<file path="config.mk">
export PLATFORM = sky130hd
export DESIGN_NAME = dma_div
export DESIGN_NICKNAME = d
export VERILOG_FILES = /design/src/hw/rtl/dma_pkg.sv /design/src/hw/rtl/dma_div.sv
export SDC_FILE = /design/constraint.sdc
export NUM_CORES = 1
export LEC_CHECK = 0
export ABC_AREA = 1
export BUFFER_PORTS_ARGS = -buffer_cell sky130_fd_sc_hd__buf_2
export CAP_MARGIN = 15
export CORE_UTILIZATION = 50
export CTS_CLUSTER_SIZE = 20
export DETAILED_ROUTE_END_ITERATION = 7
export PLACE_DENSITY = 0.76
export SYNTH_ARGS = -nofsm -noshare
export SYNTH_HDL_FRONTEND = slang
export SYNTH_SLANG_ARGS = --single-unit
export TNS_END_PERCENT = 30
</file>
<file path="constraint.sdc">
create_clock -name clk_i -period 2.65 [get_ports clk_i]
set_input_delay 0.3975 -clock clk_i [delete_from_list [all_inputs] [get_ports clk_i]]
set_output_delay 0.3975 -clock clk_i [all_outputs]
set_load 0.05 [all_outputs]
</file>
<file path="src/hw/rtl/dma_pkg.sv">
// ----------------------------------------------------------------------------
// dma_pkg
// Shared widths, register map and reset values for the dual moving average.
// ----------------------------------------------------------------------------
package dma_pkg;

  // Sample and average width, unsigned Q16.16
  localparam int unsigned PRICE_W = 32;

  // Length register width and reset values
  localparam int unsigned CFG_W        = 9;
  localparam logic [CFG_W-1:0] SHORT_LEN_RST = 9'd20;
  localparam logic [CFG_W-1:0] LONG_LEN_RST  = 9'd50;

  // Register map: index of each register, byte address is 4 * index
  localparam int unsigned APB_DATA_W = 32;
  localparam int unsigned APB_ADDR_W = 3;
  localparam logic REG_SHORT_LEN = 1'b0;
  localparam logic REG_LONG_LEN  = 1'b1;

endpackage

</file>
<file path="src/hw/rtl/dma_div.sv">
// ----------------------------------------------------------------------------
// dma_div
// Radix-2 restoring divider: window total over window length, one quotient
// bit per cycle, 32-bit quotient.
// ----------------------------------------------------------------------------
module dma_div #(
  parameter int unsigned TOTAL_W = 40,
  parameter int unsigned LEN_W   = 9
) (
  input  logic                         clk_i,
  input  logic                         rst_ni,
  input  logic                         start_i,
  input  logic [TOTAL_W-1:0]           dividend_i,
  input  logic [LEN_W-1:0]             divisor_i,
  output logic                         busy_o,
  output logic [dma_pkg::PRICE_W-1:0]  quotient_o
);

  localparam int unsigned QW    = dma_pkg::PRICE_W;
  localparam int unsigned CNT_W = $clog2(QW);

  logic             busy_q;
  logic [CNT_W-1:0] cnt_q;
  logic [LEN_W-1:0] rem_q, rem_d;
  logic [LEN_W-1:0] div_q;
  logic [QW-1:0]    quo_q, quo_d;
  logic [LEN_W:0]   trial;
  logic             ge;

  // Shift in the next dividend bit and try a subtraction
  always_comb begin
    trial = {rem_q, quo_q[QW-1]};
    ge    = (trial >= {1'b0, div_q});
    rem_d = ge ? LEN_W'(trial - {1'b0, div_q}) : LEN_W'(trial);
    quo_d = {quo_q[QW-2:0], ge};
  end

  // Control: count the quotient bits
  always_ff @(posedge clk_i or negedge rst_ni) begin
    if (!rst_ni) begin
      busy_q <= 1'b0;
      cnt_q  <= '0;
    end else if (start_i) begin
      busy_q <= 1'b1;
      cnt_q  <= '0;
    end else if (busy_q) begin
      cnt_q <= cnt_q + 1'b1;
      if (cnt_q == CNT_W'(QW - 1)) begin
        busy_q <= 1'b0;
      end
    end
  end

  // Datapath: the top bits of the total are already below the length,
  // so they seed the partial remainder
  always_ff @(posedge clk_i) begin
    if (start_i) begin
      rem_q <= LEN_W'(dividend_i[TOTAL_W-1:QW]);
      quo_q <= dividend_i[QW-1:0];
      div_q <= divisor_i;
    end else if (busy_q) begin
      rem_q <= rem_d;
      quo_q <= quo_d;
    end
  end

  assign busy_o     = busy_q;
  assign quotient_o = quo_q;

endmodule

</file>
==> results.py, run 1 <==
metrics = {
    "drt": {
        "dr_total_vias": 2427,
        "totalWireLength_um": 6220,
        "via_per_inst": 4.90,
        "drt_first_pass_iters": 4,
        "wl_per_cell_um": 12.6,
        "route.detailed.drc": 0,
        "initialDrtViolationCount": 177,
        "ant_nets": 0,
    },
    "critical_path": {
        "reg2reg_to": "rem_q[7]$_DFFE_PP_",
        "path_max_fanout": 10,
        "cp.arrival_ns": 2.15,
        "critical_path_required_ns": 2.73,
        "r2r_slack_ns": 0.58,
        "crit-reg2reg-launch": "quotient_o[31]$_DFFE_PP_",
        "crit_type": "reg2reg",
        "rr_worst_depth": 12,
        "critPathCaptureType": "register",
        "worstSetupStartpointType": "register",
    },
    "final_layout": {
        "n_antenna_cell": 0,
        "layout_commonest_cell": "nand2_1",
        "fill_cells": 503,
        "layout_common_cells": "160 x nand2_1, 84 x buf_2, 49 x edfxtp_1, 38 x inv_1, 18 x nand3_1",
        "register_area_mm2": 0.00164,
        "stdcell_area_mm2": 0.00355,
        "syn_to_final_growth_pct": 20.2,
        "finalNetCount": 486,
        "drive_gt1_frac": 0.248,
        "multi_input_area_mm2": 0.00112,
    },
    "sta": {
        "period_needed_ns": 2.07,
        "slew_headroom": 0.739,
        "layout_worst_path_cycle_share": 0.783,
        "setup_viol": 0,
        "finalHoldViolCount": 0,
        "clock_skew_ns": 0.0105,
        "rsz0062_at_grt": "false",
        "drv_slew": 0,
        "max_freq_mhz": 482,
        "final.setup.tns_ns": 0,
        "tightest_slew_ns": 0.388,
    },
    "synthesis": {
        "yosysSeqAreaShare": 0.555,
        "syn-instance-count": 335,
        "synth.distinct_cells": 26,
        "synth_top_cell_by_area": "edfxtp_1",
        "synth-seq-cells": 56,
        "ys_top_cells_by_area": "edfxtp_1 50%, nand2_1 20%, dfrtp_1 5.1%",
        "synth_nets": 399,
        "syn_area_mm2": 0.00296,
        "postSynthAreaPerCell_um2": 8.82,
        "synth_top_cell_area_share": 0.498,
        "ys_warn_count": 0,
    },
    "clock_tree": {
        "cts_tree": "yes",
        "cts_resized": 0,
        "clock-root-buffer": "clkbuf_8",
        "cts_setup_buffers": 0,
        "cts_sinks": 56,
        "clkSlewWorstSetupHoldPaths_ns": 0.10,
        "clock_path_buffers": 2,
        "h-tree-depth": 2,
        "numCtsBuffers": 5,
        "insertion_delay_ns": 0.31,
    },
    "min_path": {
        "min_to": "div_q[6]$_DFFE_PP_",
        "min_from": "divisor_i[6]",
        "hold_class": "in2reg",
        "hold_depth": 1,
    },
    "placed_design": {
        "gp_congestion": 0.908,
        "portBuffers": 84,
        "place_area_mm2": 0.00346,
        "hpwl_um": 4630,
    },
    "floorplan": {
        "die_y_um": 78.9,
        "coreArea_mm2": 0.00561,
        "start_util": 0.527,
        "rows": 27,
        "die_w_um": 78.9,
        "dieArea_mm2": 0.00622,
        "io_pins": 85,
    },
    "job": {
        "drv_cap": 0,
    },
    "global_route": {
        "grt_pass1_wl_um": 10600,
        "track_usage": 0.221,
        "antenna_found_initial": 0,
        "overflow": 0,
        "first_global_vias": 2302,
        "grt_max_degree": 38,
    },
    "power": {
        "p_per_area_mw_per_mm2": 806,
        "power.leakage_uw": 0.00189,
        "vdd_drop_max_mv": 0.555,
    },
    "status": {
        "status": "complete, no violations",
    },
}
worst max-delay path by stage:
stage	startpoint	to	slack, ns	cells after the start
floorplan	quotient_o[31]$_DFFE_PP_	rem_q[7]$_DFFE_PP_	0.44	12
global placement	quotient_o[31]$_DFFE_PP_	rem_q[7]$_DFFE_PP_	0.67	12
detailed placement	quotient_o[31]$_DFFE_PP_	rem_q[7]$_DFFE_PP_	0.58	12
CTS	quotient_o[31]$_DFFE_PP_	rem_q[7]$_DFFE_PP_	0.58	12
global route	quotient_o[31]$_DFFE_PP_	rem_q[7]$_DFFE_PP_	0.42	12
finish	quotient_o[31]$_DFFE_PP_	rem_q[7]$_DFFE_PP_	0.58	12
flip-flops by register name (all words and copies together) (netlist names):
name / cells
quotient_o: 32
div_q: 9
rem_q: 9
cnt_q: 5
busy_o: 1
metrics by stage:
step | cells | util | total power [uW] | setup slack, ns | hold slack, ns
after floorplan | 335 | - | 2160 | 0.440 | 0.102
after global placement | 486 | 0.616 | 2390 | 0.665 | 0.228
after detailed placement | 486 | 0.616 | 2400 | 0.581 | 0.227
after CTS | 495 | 0.634 | 2860 | 0.579 | 0.250
after global routing | 495 | 0.634 | 3070 | 0.415 | 0.243
final | 495 | 0.634 | 2860 | 0.576 | 0.256
critical path, stage by stage, from the launching register on:
cell and delay, ns:
edfxtp_1 0.40, inv_1 0.09, ha_1 0.14, inv_1 0.07, fa_1 0.42, nand2_1 0.11, nand3_1 0.13, nand2_4 0.18
nand2_8 0.10, nand2_4 0.08, nand2_2 0.04, nand2_1 0.05, nand2_1 0.04
synthesized netlist by cell type (all sizes together):
master / instances
nand2: 166
a21oi: 3
a22o: 1
nor2: 8
a31oi: 1
dfxtp: 1
clkbuf: 7
inv: 38
buf: 3
dfrtp: 6
nand4: 2
nand3b: 7
nand3: 18
ha: 11
edfxtp: 49
o21ai: 2
fa: 1
nor3: 6
xnor2: 3
nor4: 1
nor2b: 1
where the power goes:
| part | internal, uW | switching [uW] |
|---|---|---|
| clock network | 185 | 283 |
| registers | 1120 | 77.0 |
| logic | 415 | 784 |
layer usage:
metal / up-vias / global-route usage / wire length [um]
li1: 1240 / - / -
met1: 1099 / 0.306 / 2880
met2: 77 / 0.339 / 2830
met3: 11 / 0.0517 / 391
met4: 0 / 0.0800 / 123
met5: - / 0 / 0
layout make-up:
cell class	instances	share of cell area
sequential	56	0.462
clock buffer	5	0.0194
multi-input combinational	231	0.316
inverter	38	0.0401
tap	72	0.0254
timing repair buffer	90	0.132
clock inverter	3	0.00528
cell families (layout without fill, tap and decap cells):
kind of cell | count (synthesis) | in the layout | synth area share
buf+inv | 48 | 136 | 0.0644
fa+ha+maj | 12 | 12 | 0.0533
flops | 56 | 56 | 0.555
compound gates | 7 | 7 | 0.0135
simple gates | 209 | 209 | 0.304
xor+xnor | 3 | 3 | 0.00889
repair_timing:
action                                 in CTS  in global routing
hold buffers                                1                  0
endpoints found under the hold margin       6                  0
setup endpoints to repair                   0                  0
(Power assumes the default switching activity.)
==> inputs of run 2 (changes only) <==
Settings changed: CORE_UTILIZATION 50 to 47, PLACE_DENSITY 0.76 to 0.75.
Clock period 2.65 ns to 1.7 ns, I/O delays scaled along.
==> results.py, run 2 (same netlist as run 1, synthesis figures left out) <==
metrics = {
    "status": {
        "status": "finished, violations left",
        "violations": "setup timing",
    },
    "critical_path": {
        "critPathCaptureType": "register",
        "worstSetupStartpointType": "register",
        "path_max_fanout": 6,
        "crit_path_start": "quotient_o[31]$_DFFE_PP_",
        "crit-reg2reg-launch": "quotient_o[31]$_DFFE_PP_",
        "critical_path_required_ns": 1.78,
        "cp_top_family": "simple AND/OR/NAND/NOR gates",
        "slowest_stage": "edfxtp_1",
        "crit_type": "reg2reg",
        "crit_buf_inv": 2,
        "slowest_delay_ns": 0.41,
        "cp.arrival_ns": 2.00,
        "crit_chain": "inv_2 -> ha_4 -> inv_4 -> fa_2 -> nand2_4 -> nand3_4 -> nand2_8 -> nand2_8 -> nand2_4 -> nand2_2 -> nand2_1 -> nand2_1",
    },
    "clock_tree": {
        "clock_path_buffers": 2,
        "insertion_delay_ns": 0.31,
        "clock-root-buffer": "clkbuf_8",
        "clkSlewWorstSetupHoldPaths_ns": 0.10,
        "numCtsBuffers": 5,
        "h-tree-depth": 2,
        "cts_tree": "yes",
        "cts_sinks": 56,
    },
    "floorplan": {
        "die_y_um": 81.3,
        "dieArea_mm2": 0.00661,
        "coreArea_mm2": 0.00599,
        "io_pins": 85,
        "rows": 28,
        "die_w_um": 81.3,
        "start_util": 0.493,
    },
    "sta": {
        "rsz0062_at_grt": "true",
        "slew_headroom": 0.635,
        "tightest_slew_ns": 0.547,
        "finalHoldViolCount": 0,
        "period_needed_ns": 1.92,
        "setup_viol": 10,
        "max_freq_mhz": 520,
        "holdWs_ns": 0.109,
        "clock_skew_ns": 0.00785,
        "layout_worst_path_cycle_share": 1.13,
        "drv_slew": 0,
        "fin_ws_ns": -0.222,
    },
    "job": {
        "drv_cap": 0,
    },
    "power": {
        "vdd_drop_max_mv": 0.669,
        "p_per_area_mw_per_mm2": 1360,
        "power.leakage_uw": 0.00206,
    },
    "global_route": {
        "first_global_vias": 2531,
        "antenna_found_initial": 0,
        "grt_max_degree": 51,
        "track_usage": 0.234,
        "grt_pass1_wl_um": 11600,
        "overflow": 0,
    },
    "final_layout": {
        "finalNetCount": 516,
        "layout_commonest_cell": "nand2_1",
        "drive_gt1_frac": 0.344,
        "stdcell_area_mm2": 0.00397,
        "fill_cells": 450,
        "largest_register_ffs": 32,
        "syn_to_final_growth_pct": 34.5,
        "n_antenna_cell": 0,
        "layout_common_cells": "157 x nand2_1, 84 x buf_2, 49 x edfxtp_1, 35 x inv_1, 31 x buf_4",
    },
    "drt": {
        "initialDrtViolationCount": 254,
        "ant_nets": 0,
        "route.detailed.drc": 0,
        "via_per_inst": 5.01,
        "totalWireLength_um": 7420,
        "drt_first_pass_iters": 4,
        "wl_per_cell_um": 14.1,
        "dr_total_vias": 2646,
    },
    "placed_design": {
        "hpwl_um": 4800,
        "gp_congestion": 0.867,
        "dpl_worst_slack_ns": -0.252,
        "portBuffers": 84,
        "place_area_mm2": 0.00364,
    },
    "min_path": {
        "min_from": "divisor_i[1]",
        "hold_class": "in2reg",
    },
}
[run 2: metrics by stage]
stage               cells  TNS [ns]  total power (uW)  utilization
global placement      509     -1.49              4100        0.607
floorplan             335    -12.59              3370            -
global route          528     -2.84              5720        0.663
CTS                   525     -1.35              5080        0.646
detailed placement    509     -1.82              4140        0.607
finish                528     -1.93              5410        0.663
[run 2: worst paths after layout]
| kind | to | slack (ns) | cells after the start |
|---|---|---|---|
| min | div_q[1]$_DFFE_PP_ | 0.11 | 1 |
| max | rem_q[7]$_DFFE_PP_ | -0.22 | 12 |
| min in group asynchronous | cnt_q[0]$_DFFE_PN0P_ | 0.29 | 2 |
| max in group asynchronous | cnt_q[4]$_DFFE_PN0P_ | 1.26 | 2 |
| max reg2reg | rem_q[7]$_DFFE_PP_ | -0.22 | 12 |
| min reg2reg | rem_q[8]$_SDFFE_PP0P_ | 0.49 | 2 |
[run 2: what timing repair did]
action                                  in CTS  in global routing
hold endpoints to repair                     6                  0
gates cloned                                 2                  0
pin swaps                                    6                 12
hold buffers                                 1                  0
endpoints found under the setup margin      10                 10
gates resized for setup                     11                 15
buffers inserted                             5                  3
[run 2: final cells by class]
cell class	count	area, um2	area share
Timing Repair Buffer	118	694	0.175
Sequential cell	56	1640	0.413
Clock buffer	5	68.8	0.0173
Inverter	38	149	0.0375
Multi-Input combinational cell	233	1310	0.329
Tap cell	75	93.8	0.0236
Clock inverter	3	18.8	0.00472
[run 2: power by group]
part           internal, uW  switching, uW  leakage [uW]
Clock                   289            443     0.0000479
Sequential             1740            168      0.000610
Combinational          1180           1590       0.00140
[run 2: worst register-to-register path: cells and delay by family (launching register included)]
family	cells	cell delay [ns]
AND/OR/NAND/NOR	8	0.62
buffers and inverters	2	0.13
adder cells (fa/ha/maj)	2	0.53
flip-flops	1	0.41
[run 2: layer usage]
layer | GRT usage | share of wire | vias up
met1 | 0.289 | 0.41 | 1200
li1 | - | - | 1305
met4 | 0.0964 | 0.039 | 0
met5 | 0 | 0 | -
met3 | 0.0573 | 0.069 | 27
met2 | 0.390 | 0.48 | 114
